### src/hw/rtl/anb_pkg.sv
// shared types, constants and codes for the annex b nal unit scanner
package anb_pkg;

  localparam int unsigned POSITION_BITS_DEF = 32;
  localparam int unsigned OUT_W             = 32;
  localparam int unsigned CNT_W             = 32;
  localparam int unsigned HDR_W             = 16;
  localparam int unsigned SCLEN_W           = 3;
  localparam int unsigned TYPE_W            = 6;
  localparam int unsigned LAYER_W           = 6;
  localparam int unsigned TID_W             = 3;

  localparam logic [CNT_W-1:0]   COUNT_MAX = {CNT_W{1'b1}};
  localparam logic [23:0]        NO_ZEROS  = 24'hFFFFFF;
  localparam logic [7:0]         SC_BYTE   = 8'h01;
  localparam logic [SCLEN_W-1:0] SC_LEN3   = 3'd3;
  localparam logic [SCLEN_W-1:0] SC_LEN4   = 3'd4;

  typedef enum logic [1:0] {
    LAYOUT_AVC  = 2'd0,
    LAYOUT_HEVC = 2'd1,
    LAYOUT_VVC  = 2'd2,
    LAYOUT_OBU  = 2'd3
  } codec_t;

  typedef struct packed {
    logic [OUT_W-1:0]   offset;
    logic [CNT_W-1:0]   size;
    logic [SCLEN_W-1:0] sc_len;
    logic [HDR_W-1:0]   hdr;
  } scan_rpt_t;

  typedef struct packed {
    logic [OUT_W-1:0]   offset;
    logic [CNT_W-1:0]   size;
    logic [SCLEN_W-1:0] sc_len;
    logic [TYPE_W-1:0]  unit_type;
    logic [LAYER_W-1:0] nuh_layer;
    logic [TID_W-1:0]   tid_plus1;
    logic               complete;
  } unit_rpt_t;

endpackage

### src/hw/rtl/annexb_nal_unit_scanner.sv
// top level of the annex b nal unit scanner
// Usage:
//   in_ channel: one buffer byte per beat, in_last_byte marks the buffer's final
//   byte; after it the position and unit tracking start over at offset zero.
//   out_ channel: one beat per reported unit (offset, size, start code length
//   and decoded header fields); empty units and bytes before the first start
//   code give no beat.
//   cfg_wr_en / cfg_wr_data: header layout select, written while the block is idle.
// Throughput: one byte per clock while in_stall is low; the scan state updates on each taken byte.
// A unit's beat is written into the result buffer with the byte that closes it
//   (the next start code's 01 byte or the buffer's final byte) and shows on out_ once earlier beats are taken.
// A two-entry result buffer sits before out_: in_stall rises only when both
//   entries hold beats, so a stall on out_ reaches the input after two units
//   are waiting. Stalled out_ beats hold their payload.
// Reset (rst_n low, synchronous) empties the buffer, clears the scan state and
//   sets the layout select to H.264.
module annexb_nal_unit_scanner import anb_pkg::*; #(
  parameter int unsigned POSITION_BITS = POSITION_BITS_DEF
) (
  input  logic               clk,
  input  logic               rst_n,
  input  logic               cfg_wr_en,
  input  logic [1:0]         cfg_wr_data,
  input  logic               in_valid,
  output logic               in_stall,
  input  logic [7:0]         in_byte_value,
  input  logic               in_last_byte,
  output logic               out_valid,
  input  logic               out_stall,
  output logic [OUT_W-1:0]   out_unit_offset,
  output logic [CNT_W-1:0]   out_unit_size,
  output logic [SCLEN_W-1:0] out_start_code_length,
  output logic [TYPE_W-1:0]  out_unit_type,
  output logic [LAYER_W-1:0] out_nuh_layer,
  output logic [TID_W-1:0]   out_temporal_id_plus1,
  output logic               out_header_complete
);

  codec_t    codec_r;
  logic      take;
  logic      emit;
  logic      full;
  scan_rpt_t raw;
  unit_rpt_t dec;
  unit_rpt_t head;

  always_ff @(posedge clk) begin
    if (!rst_n) begin
      codec_r <= LAYOUT_AVC;
    end else if (cfg_wr_en) begin
      codec_r <= codec_t'(cfg_wr_data);
    end
  end

  assign in_stall = full;
  assign take     = in_valid && !full;

  anb_scan #(
    .POSITION_BITS(POSITION_BITS)
  ) u_scan (
    .clk        (clk),
    .rst_n      (rst_n),
    .take       (take),
    .byte_value (in_byte_value),
    .last_byte  (in_last_byte),
    .emit       (emit),
    .rpt        (raw)
  );

  anb_hdr_dec u_hdr_dec (
    .codec (codec_r),
    .raw   (raw),
    .dec   (dec)
  );

  anb_out_buf u_out_buf (
    .clk       (clk),
    .rst_n     (rst_n),
    .push      (emit),
    .push_data (dec),
    .full      (full),
    .pop_valid (out_valid),
    .pop_stall (out_stall),
    .pop_data  (head)
  );

  assign out_unit_offset       = head.offset;
  assign out_unit_size         = head.size;
  assign out_start_code_length = head.sc_len;
  assign out_unit_type         = head.unit_type;
  assign out_nuh_layer         = head.nuh_layer;
  assign out_temporal_id_plus1 = head.tid_plus1;
  assign out_header_complete   = head.complete;

endmodule

### src/hw/rtl/anb_scan.sv
// start code search and unit tracking, one byte per beat
module anb_scan import anb_pkg::*; #(
  parameter int unsigned POSITION_BITS = POSITION_BITS_DEF
) (
  input  logic      clk,
  input  logic      rst_n,
  input  logic      take,
  input  logic [7:0] byte_value,
  input  logic      last_byte,
  output logic      emit,
  output scan_rpt_t rpt
);

  localparam logic [POSITION_BITS-1:0] POS_ONE = POSITION_BITS'(1);

  logic [POSITION_BITS-1:0] pos_r, pos_nxt;
  logic [POSITION_BITS-1:0] start_off_r, start_off_nxt;
  logic [23:0]              recent_r, recent_nxt;
  logic                     in_unit_r, in_unit_nxt;
  logic [SCLEN_W-1:0]       sc_len_r, sc_len_nxt;
  logic [CNT_W-1:0]         count_r, count_nxt;
  logic [HDR_W-1:0]         hdr_r, hdr_nxt;

  logic                     is_sc;
  logic [SCLEN_W-1:0]       new_len;
  logic [SCLEN_W-1:0]       len_m1;
  logic [CNT_W-1:0]         sc_size;
  logic [CNT_W-1:0]         upd_count;
  logic [HDR_W-1:0]         upd_hdr;

  always_comb begin
    is_sc   = (byte_value == SC_BYTE) && (recent_r[15:0] == 16'h0000);
    new_len = (recent_r[23:16] == 8'h00) ? SC_LEN4 : SC_LEN3;
    len_m1  = new_len - 3'd1;
    sc_size = (count_r == COUNT_MAX) ? COUNT_MAX : count_r - CNT_W'(len_m1);

    upd_hdr = hdr_r;
    if (in_unit_r && count_r == '0) begin
      upd_hdr = {byte_value, 8'h00};
    end else if (in_unit_r && count_r == CNT_W'(1)) begin
      upd_hdr = {hdr_r[15:8], byte_value};
    end
    upd_count = count_r;
    if (in_unit_r && count_r != COUNT_MAX) begin
      upd_count = count_r + CNT_W'(1);
    end

    pos_nxt       = pos_r;
    start_off_nxt = start_off_r;
    recent_nxt    = recent_r;
    in_unit_nxt   = in_unit_r;
    sc_len_nxt    = sc_len_r;
    count_nxt     = count_r;
    hdr_nxt       = hdr_r;

    rpt.offset = OUT_W'(start_off_r);
    rpt.sc_len = sc_len_r;
    if (is_sc) begin
      rpt.size = sc_size;
      rpt.hdr  = hdr_r;
      emit     = take && in_unit_r && (sc_size != '0);
    end else begin
      rpt.size = upd_count;
      rpt.hdr  = upd_hdr;
      emit     = take && last_byte && in_unit_r && (upd_count != '0);
    end

    if (take) begin
      if (is_sc) begin
        in_unit_nxt   = 1'b1;
        start_off_nxt = pos_r - POSITION_BITS'(len_m1);
        sc_len_nxt    = new_len;
        count_nxt     = '0;
        hdr_nxt       = '0;
        recent_nxt    = NO_ZEROS;
      end else begin
        count_nxt  = upd_count;
        hdr_nxt    = upd_hdr;
        recent_nxt = {recent_r[15:0], byte_value};
      end
      if (last_byte) begin
        pos_nxt       = '0;
        recent_nxt    = NO_ZEROS;
        in_unit_nxt   = 1'b0;
        start_off_nxt = '0;
        sc_len_nxt    = SC_LEN3;
        count_nxt     = '0;
        hdr_nxt       = '0;
      end else begin
        pos_nxt = pos_r + POS_ONE;
      end
    end
  end

  always_ff @(posedge clk) begin
    if (!rst_n) begin
      pos_r       <= '0;
      start_off_r <= '0;
      recent_r    <= NO_ZEROS;
      in_unit_r   <= 1'b0;
      sc_len_r    <= SC_LEN3;
      count_r     <= '0;
      hdr_r       <= '0;
    end else begin
      pos_r       <= pos_nxt;
      start_off_r <= start_off_nxt;
      recent_r    <= recent_nxt;
      in_unit_r   <= in_unit_nxt;
      sc_len_r    <= sc_len_nxt;
      count_r     <= count_nxt;
      hdr_r       <= hdr_nxt;
    end
  end

endmodule

### src/hw/rtl/anb_hdr_dec.sv
// unit header field decode per codec layout
module anb_hdr_dec import anb_pkg::*; (
  input  codec_t    codec,
  input  scan_rpt_t raw,
  output unit_rpt_t dec
);

  logic [7:0] b0, b1;
  logic       two_bytes;

  always_comb begin
    b0        = raw.hdr[15:8];
    b1        = raw.hdr[7:0];
    two_bytes = |raw.size[CNT_W-1:1];

    dec.offset    = raw.offset;
    dec.size      = raw.size;
    dec.sc_len    = raw.sc_len;
    dec.unit_type = '0;
    dec.nuh_layer = '0;
    dec.tid_plus1 = '0;
    dec.complete  = 1'b1;

    unique case (codec)
      LAYOUT_AVC: begin
        dec.unit_type = {1'b0, b0[4:0]};
      end
      LAYOUT_HEVC: begin
        dec.unit_type = b0[6:1];
        if (two_bytes) begin
          dec.nuh_layer = {b0[0], b1[7:3]};
          dec.tid_plus1 = b1[2:0];
        end else begin
          dec.complete = 1'b0;
        end
      end
      LAYOUT_VVC: begin
        dec.nuh_layer = b0[5:0];
        if (two_bytes) begin
          dec.unit_type = {1'b0, b1[7:3]};
          dec.tid_plus1 = b1[2:0];
        end else begin
          dec.complete = 1'b0;
        end
      end
      LAYOUT_OBU: begin
        dec.unit_type = {2'b00, b0[6:3]};
      end
      default: begin
        dec.unit_type = '0;
      end
    endcase
  end

endmodule

### src/hw/rtl/anb_out_buf.sv
// two-entry result buffer between the scanner and the result channel
module anb_out_buf import anb_pkg::*; (
  input  logic      clk,
  input  logic      rst_n,
  input  logic      push,
  input  unit_rpt_t push_data,
  output logic      full,
  output logic      pop_valid,
  input  logic      pop_stall,
  output unit_rpt_t pop_data
);

  logic      v0_r, v0_nxt, v1_r, v1_nxt;
  unit_rpt_t d0_r, d0_nxt, d1_r, d1_nxt;
  logic      pop;

  always_comb begin
    pop    = v0_r && !pop_stall;
    v0_nxt = pop ? v1_r : v0_r;
    v1_nxt = pop ? 1'b0 : v1_r;
    d0_nxt = pop ? d1_r : d0_r;
    d1_nxt = d1_r;
    if (push) begin
      if (!v0_nxt) begin
        v0_nxt = 1'b1;
        d0_nxt = push_data;
      end else begin
        v1_nxt = 1'b1;
        d1_nxt = push_data;
      end
    end
  end

  always_ff @(posedge clk) begin
    if (!rst_n) begin
      v0_r <= 1'b0;
      v1_r <= 1'b0;
    end else begin
      v0_r <= v0_nxt;
      v1_r <= v1_nxt;
    end
  end

  always_ff @(posedge clk) begin
    d0_r <= d0_nxt;
    d1_r <= d1_nxt;
  end

  assign full      = v1_r;
  assign pop_valid = v0_r;
  assign pop_data  = d0_r;

endmodule
### config.mk
export PLATFORM = sky130hd
export DESIGN_NAME = annexb_nal_unit_scanner
export DESIGN_NICKNAME = d
export VERILOG_FILES = /design/src/hw/rtl/anb_pkg.sv /design/src/hw/rtl/annexb_nal_unit_scanner.sv /design/src/hw/rtl/anb_scan.sv /design/src/hw/rtl/anb_hdr_dec.sv /design/src/hw/rtl/anb_out_buf.sv
export SDC_FILE = /design/constraint.sdc
export NUM_CORES = 1
export LEC_CHECK = 0
export BUFFER_PORTS_ARGS = -buffer_cell sky130_fd_sc_hd__clkbuf_2
export CORE_AREA = 2 2 201 203
export DETAILED_ROUTE_END_ITERATION = 6
export DIE_AREA = 0 0 203 205
export SLEW_MARGIN = 15
export SYNTH_ARGS = -nofsm -noshare
export SYNTH_HDL_FRONTEND = slang
export SYNTH_SLANG_ARGS = --single-unit
### constraint.sdc
create_clock -name clk -period 14.64 [get_ports clk]
set_input_delay 2.196 -clock clk [delete_from_list [all_inputs] [get_ports clk]]
set_output_delay 2.196 -clock clk [all_outputs]
set_load 0.05 [all_outputs]
==> run metrics, run 1 <==
Synthesis Warnings 0; CTS tree done; dominant cells by area after synthesis dfxtp_1, edfxtp_1, nand2_1; Synth Area in XOR/XNOR 0.0548; Worst-Skew Late Latency 0.54 ns; Final nets 1,878; DRT Pass-1 Iters 6; Async S/R FF share, synth 0; Starting Density 0.398; compound-gate portion of the synthesized area 0.149; Mean Syn Cell Area 8.47 µm²; post-synthesis mux area share 0.0171; Die Y 205 µm; Reg2Reg Depth 16; die area 0.0416 mm²; relative slew slack 0.276; EDFF count, synth 82; Setup crit start kind flip-flop; actual slew at the worst max-slew pin 1.08 ns; slowest CP cell buf_4; Stages on worst setup path 16; CORE AREA 0.0394 mm²; highest net fanout along the worst path 89; post-route setup TNS 0 ns; post-synth cell types 76; Most used DFF post-synth dfxtp_1; Worst-path clk slew 0.06 ns; clk sink count 307; cell taking the most area after synthesis dfxtp_1; fin cells 2,401; WP buf/inv 2; Worst path top cell family by delay simple AND/OR/NAND/NOR gates; synthesized netlist cell count 1,849; crit path launch u_scan.recent_r[16]; CTS Buffer Depth 3; Peak VDD IR 0.0684 mV; clock root buffer clkbuf_16; leak pwr 6.49 nW; Final Hold Viols 0; crit path to u_out_buf.pop_data[7]; Setup Skew 0.0255 ns; CP endpoint kind flip-flop; area grow syn2layout 11.6%; Power Density 103 mW/mm²; Hold Crit Class reg2reg; IO Pins 101; post-cts hold buffer count 0; Reg-to-Reg End u_out_buf.pop_data[7]; Final Critical Period 6.49 ns; Post-CTS Setup Inserts 0; largest family of logic cells by synthesized area simple AND/OR/NAND/NOR gates; vias in the first global route 12.6k; Antenna Cells 0; top-area cell type share of the netlist area 0.288; DRT iter0 DRCs 1,341; Final Max Tran Viols 0; clock buffer count from CTS 36; pin count of the biggest net entering global routing 90; Total GRT Usage 0.215; standard-cell rows 73; Via Count 13.7k; slowest stage delay, CP 0.76 ns; period utilization 0.443; Total Wirelength 45,300 µm; simple logic cell fraction of the synthesized area 0.276; RSZ-0062 raised after global routing no; DRC errors left 0; register area share after synthesis 0.445; max-cap violations 0; Max Clk Rate 154 MHz; GR Overflow Total 0; Yosys reg bits 307; Setup-failing EPs final 0; first-pass GRT wire length 72,100 µm; worst reg2reg path startpoint u_scan.recent_r[16]; top cells by count, synth nand2_1, dfxtp_1, nor2_1, clkbuf_1, edfxtp_1; status completed; Syn Nets 1,878; critical setup path kind reg2reg; r2r setup slk 8.15 ns; DP Cell Count 2,336; share of layout cells above drive strength 1 0.109; H-tree depth 2; Cell Area, Synth 0.0157 mm²; PortBufs 100; drt wl/cell 18.9 µm; top-count cell post-synth nand2_1; fillcell total 3,893; worst path arrival time 6.95 ns; ANT nets after route 0; placed wire-length estimate 30,400 µm; post-cts resize count 0; Synth Area in Adders 0.0104; initial antenna violation count 0; die width 203 µm; critical path cell sequence or4_1, nor2_1, ha_1, inv_1, ha_1, nor3_2, nand4_2, o21a_1, or4_1, a211o_1, or4b_1, o2111a_1, nand2_4, buf_4, nor2_1, a211oi_1; Critical Path RT 15.10 ns; GP Congestion 0.939; vias per inst 5.71
-- cells in the final DEF (no fill, tap or decap), drive strengths merged, types with 56 or more instances in the layout --
cell,instances
dfxtp,225
nand3,72
clkbuf,147
nand2,303
a31oi,81
a21oi,56
a22oi,57
nor3,58
edfxtp,82
nor2,161
nor2b,74
-- how the worst min path moves through the flow --
stage                           start             endpoint  slack, ns  cells past startpoint
6_report       u_scan.start_off_r[29]   u_out_buf.d1_r[80]       0.46                      0
4_1_cts        u_scan.start_off_r[29]   u_out_buf.d1_r[80]       0.46                      0
3_5_place_dp   u_scan.start_off_r[14]   u_out_buf.d1_r[65]       0.45                      0
5_1_grt        u_scan.start_off_r[29]   u_out_buf.d1_r[80]       0.48                      0
3_3_place_gp      u_scan.recent_r[23]  u_scan.recent_r[23]       0.44                      2
2_1_floorplan      u_scan.sc_len_r[1]   u_out_buf.d1_r[17]       0.43                      0
-- power by group --
| part | internal, W | leakage [nW] | switching [W] | total (W) |
|---|---|---|---|---|
| combinational | 0.0000160 | 3.38 | 0.0000331 | 0.0000491 |
| clock | 0.000504 | 0.548 | 0.000367 | 0.000871 |
| sequential | 0.000871 | 2.56 | 0.00000344 | 0.000875 |
-- layer usage --
metal | up-vias | wire length (µm) | GRT usage
met1 | 6555 | 21200 | 0.309
met4 | 0 | 1310 | 0.0709
li1 | 6604 | - | -
met2 | 465 | 20000 | 0.330
met3 | 84 | 2810 | 0.0337
met5 | - | 0 | 0
-- state kept, by name, summed over array words and instances, names as in the netlist --
name	flops
u_out_buf.pop_data	83
u_out_buf.d1_r	82
u_scan.count_r	32
u_scan.pos_r	32
u_scan.start_off_r	32
u_scan.recent_r	24
u_scan.hdr_r	15
codec_r	2
u_scan.sc_len_r	2
u_out_buf.full	1
u_out_buf.pop_valid	1
u_scan.in_unit_r	1
-- kinds of logic (layout without fill, tap and decap cells) --
logic type	Yosys count	in the layout
AOI/OAI and AO/OA	347	347
DFF	307	307
buffers and inverters	180	207
muxes	26	26
xor gates and xnor gates	98	98
and+or+nand+nor	878	878
adders and majority gates	13	13
-- metrics by stage --
stage           util  hold WS (ns)  cell area, µm²  worst slack [ns]  total power, W
2_1_floorplan      -         0.431           15700              6.73        0.000926
3_3_place_gp   0.415         0.445           16300              7.82        0.000941
3_5_place_dp   0.415         0.451           16300              7.72        0.000942
4_1_cts        0.444         0.461           17500              8.10         0.00182
5_1_grt        0.444         0.481           17500              7.71         0.00185
6_report       0.444         0.456           17500              8.15         0.00179
-- layout make-up --
type | count | area [µm²] | area share
Clock inverter | 18 | 168 | 0.00960
Sequential cell | 307 | 6970 | 0.399
Multi-Input combinational cell | 1362 | 7990 | 0.458
Inverter | 25 | 93.8 | 0.00537
Clock buffer | 47 | 962 | 0.0551
Tap cell | 525 | 657 | 0.0376
Timing Repair Buffer | 117 | 628 | 0.0360
(Power assumes the default switching activity.)
==> inputs of run 2 (changes only) <==
- clock period: 14.64 -> 5.34 ns (I/O delays scaled with it)
==> run metrics, run 2 (synthesis results as in run 1) <==
Total GRT Usage 0.217 (was 0.215); standard-cell rows 73 (unchanged); Fin Hold WS 0.462 ns (was 0.456 ns); die width 203 µm (unchanged); Cell Int Power 0.00390 W (was 0.00139 W); Reg power frac 0.476 (was 0.487); Max Clk Rate 209 MHz (was 154 MHz); Worst-Skew Late Latency 0.55 ns (was 0.54 ns); max-cap violations 0 (unchanged); Critical Path RT 5.62 ns (was 15.10 ns); Power Density 280 mW/mm² (was 103 mW/mm²); ANT nets after route 0 (unchanged); CORE AREA 0.0394 mm² (unchanged); critical path cell sequence or4_1, nor2_1, buf_4, ha_1, nand2b_1, nand3_1, nor4_1, xnor2_1, or4bb_1, or4b_1, or2_2, nand4_1, nor2_4, buf_12 (was or4_1, nor2_1, ha_1, inv_1, ha_1, nor3_2, nand4_2, o21a_1, or4_1, a211o_1, or4b_1, o2111a_1, nand2_4, buf_4, nor2_1, a211oi_1); Final Hold Viols 0 (unchanged); area grow syn2layout 14.8% (was 11.6%); Hold Path Depth 0 (unchanged); first-pass GRT wire length 72,300 µm (was 72,100 µm); most frequent cells in the layout nand2_1, dfxtp_1, nor2_1 (unchanged); post-route setup TNS 0 ns (unchanged); drt wl/cell 18.6 µm (was 18.9 µm); Worst-path clk slew 0.06 ns (about the same); Largest register FFs 83 (unchanged); relative slew slack 0.342 (was 0.276); H-tree depth 2 (unchanged); highest net fanout along the worst path 45 (was 89); worst reg2reg path startpoint u_scan.recent_r[19] (was u_scan.recent_r[16]); switching share of power 0.224 (was 0.225); Antenna Cells 0 (unchanged); slowest CP cell nor4_1 (was buf_4); slowest stage delay, CP 0.55 ns (was 0.76 ns); Post-CTS Setup Inserts 0 (unchanged); Worst path top cell family by delay simple AND/OR/NAND/NOR gates (unchanged); clock buffer count from CTS 36 (unchanged); period utilization 0.897 (was 0.443); GP Congestion 0.932 (was 0.939); Layout Utilization 0.456 (was 0.444); RSZ-0062 raised after global routing no (unchanged); actual slew at the worst max-slew pin 0.988 ns (was 1.08 ns); Stages on worst setup path 14 (was 16); GR Util met1 0.314 (was 0.309); Net Switching 0.00113 W (was 0.000404 W); Total Wirelength 45,600 µm (was 45,300 µm); DRT iter0 DRCs 1,090 (was 1,341); Hold Crit Class reg2reg (unchanged); status completed (unchanged); met2 usage 0.333 (was 0.330); WP buf/inv 2 (unchanged); CTS tree done (unchanged); r2r setup slk 0.55 ns (was 8.15 ns); PortBufs 100 (unchanged); CP endpoint kind flip-flop (unchanged); GR met3 Demand/Resource 0.0315 (was 0.0337); Setup crit start kind flip-flop (unchanged); post-cts resize count 0 (unchanged); die area 0.0416 mm² (unchanged); GR Overflow Total 0 (unchanged); worst path arrival time 5.07 ns (was 6.95 ns); vias in the first global route 12.9k (was 12.6k); leak pwr 6.78 nW (was 6.49 nW); leading cell type in the layout, fill and taps excluded nand2_1 (unchanged); Comb pwr share 0.027 (about the same); CTS Buffer Depth 3 (unchanged); Reg2Reg Depth 14 (was 16); Starting Density 0.398 (unchanged); pin count of the biggest net entering global routing 88 (was 90); Final nets 1,924 (was 1,878); share of layout cells above drive strength 1 0.132 (was 0.109); Setup-failing EPs final 0 (unchanged); post-cts hold buffer count 0 (unchanged); end of the worst hold path u_out_buf.d1_r[78] (was u_out_buf.d1_r[80]); Setup Skew 0.0203 ns (was 0.0255 ns); Post-Layout Inst Area 0.0180 mm² (was 0.0175 mm²); Peak VDD IR 0.200 mV (was 0.0684 mV); vias per inst 5.62 (was 5.71); DRC errors left 0 (unchanged); initial antenna violation count 0 (unchanged); Final Max Tran Viols 0 (unchanged); Clock Power Share 0.496 (was 0.485); critical setup path kind reg2reg (unchanged); Post-DP Area 0.0168 mm² (was 0.0163 mm²); Most Crowded Layer GR met2 (unchanged); IO Pins 101 (unchanged); Reg-to-Reg End u_out_buf.d1_r[72] (was u_out_buf.pop_data[7]); clk sink count 307 (unchanged); Final Critical Period 4.79 ns (was 6.49 ns); placed wire-length estimate 31,600 µm (was 30,400 µm); clock root buffer clkbuf_16 (unchanged); Via Count 13.8k (was 13.7k); DRT Pass-1 Iters 5 (was 6); Die Y 205 µm (unchanged); Hold Path Origin u_scan.start_off_r[27] (was u_scan.start_off_r[29])
## run 2: cell type report
class / instances / area (µm²)
well taps: 525 / 657
clock inverters: 21 / 250
multi-input cells: 1362 / 8000
repair buffers: 163 / 1050
fillers: 3911 / 21400
flip-flops and latches: 307 / 6970
clock buffers: 45 / 945
inverters: 25 / 93.8
## run 2: worst max path at each step
stage	slack [ns]	to	start
floorplan	0.54	u_out_buf.d1_r[0]	u_scan.recent_r[19]
global placement	0.67	u_out_buf.d1_r[78]	u_scan.recent_r[19]
detailed placement	0.59	u_out_buf.d1_r[76]	u_scan.recent_r[19]
CTS	0.58	u_out_buf.d1_r[60]	u_scan.recent_r[19]
global route	0.23	u_out_buf.pop_data[8]	u_scan.recent_r[19]
finish	0.55	u_out_buf.d1_r[72]	u_scan.recent_r[19]
## run 2: power by group through the flow
stage	registers, W	clock network (W)	logic [W]
after floorplan	0.00245	0	0.0000935
after global placement	0.00245	0	0.000135
after detailed placement	0.00245	0	0.000137
after CTS	0.00240	0.00256	0.000137
after global routing	0.00240	0.00265	0.000151
final	0.00240	0.00250	0.000137
## run 2: through the flow
| stage | power [W] | instances | setup slack [ns] |
|---|---|---|---|
| after floorplan | 0.00254 | 1849 | 0.540 |
| after detailed placement | 0.00258 | 2382 | 0.586 |
| after global placement | 0.00258 | 2382 | 0.666 |
| final | 0.00503 | 2448 | 0.550 |
| after global routing | 0.00520 | 2448 | 0.234 |
| after CTS | 0.00510 | 2448 | 0.583 |
## run 2: layer usage
| metal | vias to the layer above | share of wire | routed length [µm] |
|---|---|---|---|
| met5 | - | 0 | 0 |
| met4 | 0 | 0.023 | 1050 |
| met3 | 62 | 0.059 | 2710 |
| met2 | 413 | 0.44 | 20000 |
| met1 | 6576 | 0.48 | 21800 |
| li1 | 6703 | - | - |
## run 2: worst reg2reg max path, delay by kind of cell, from the launching register on
kind	cells	cell delay [ns]
xor+xnor	1	0.18
fa+ha+maj	1	0.14
buf+inv	2	0.42
flops	1	0.30
simple gates	10	3.44
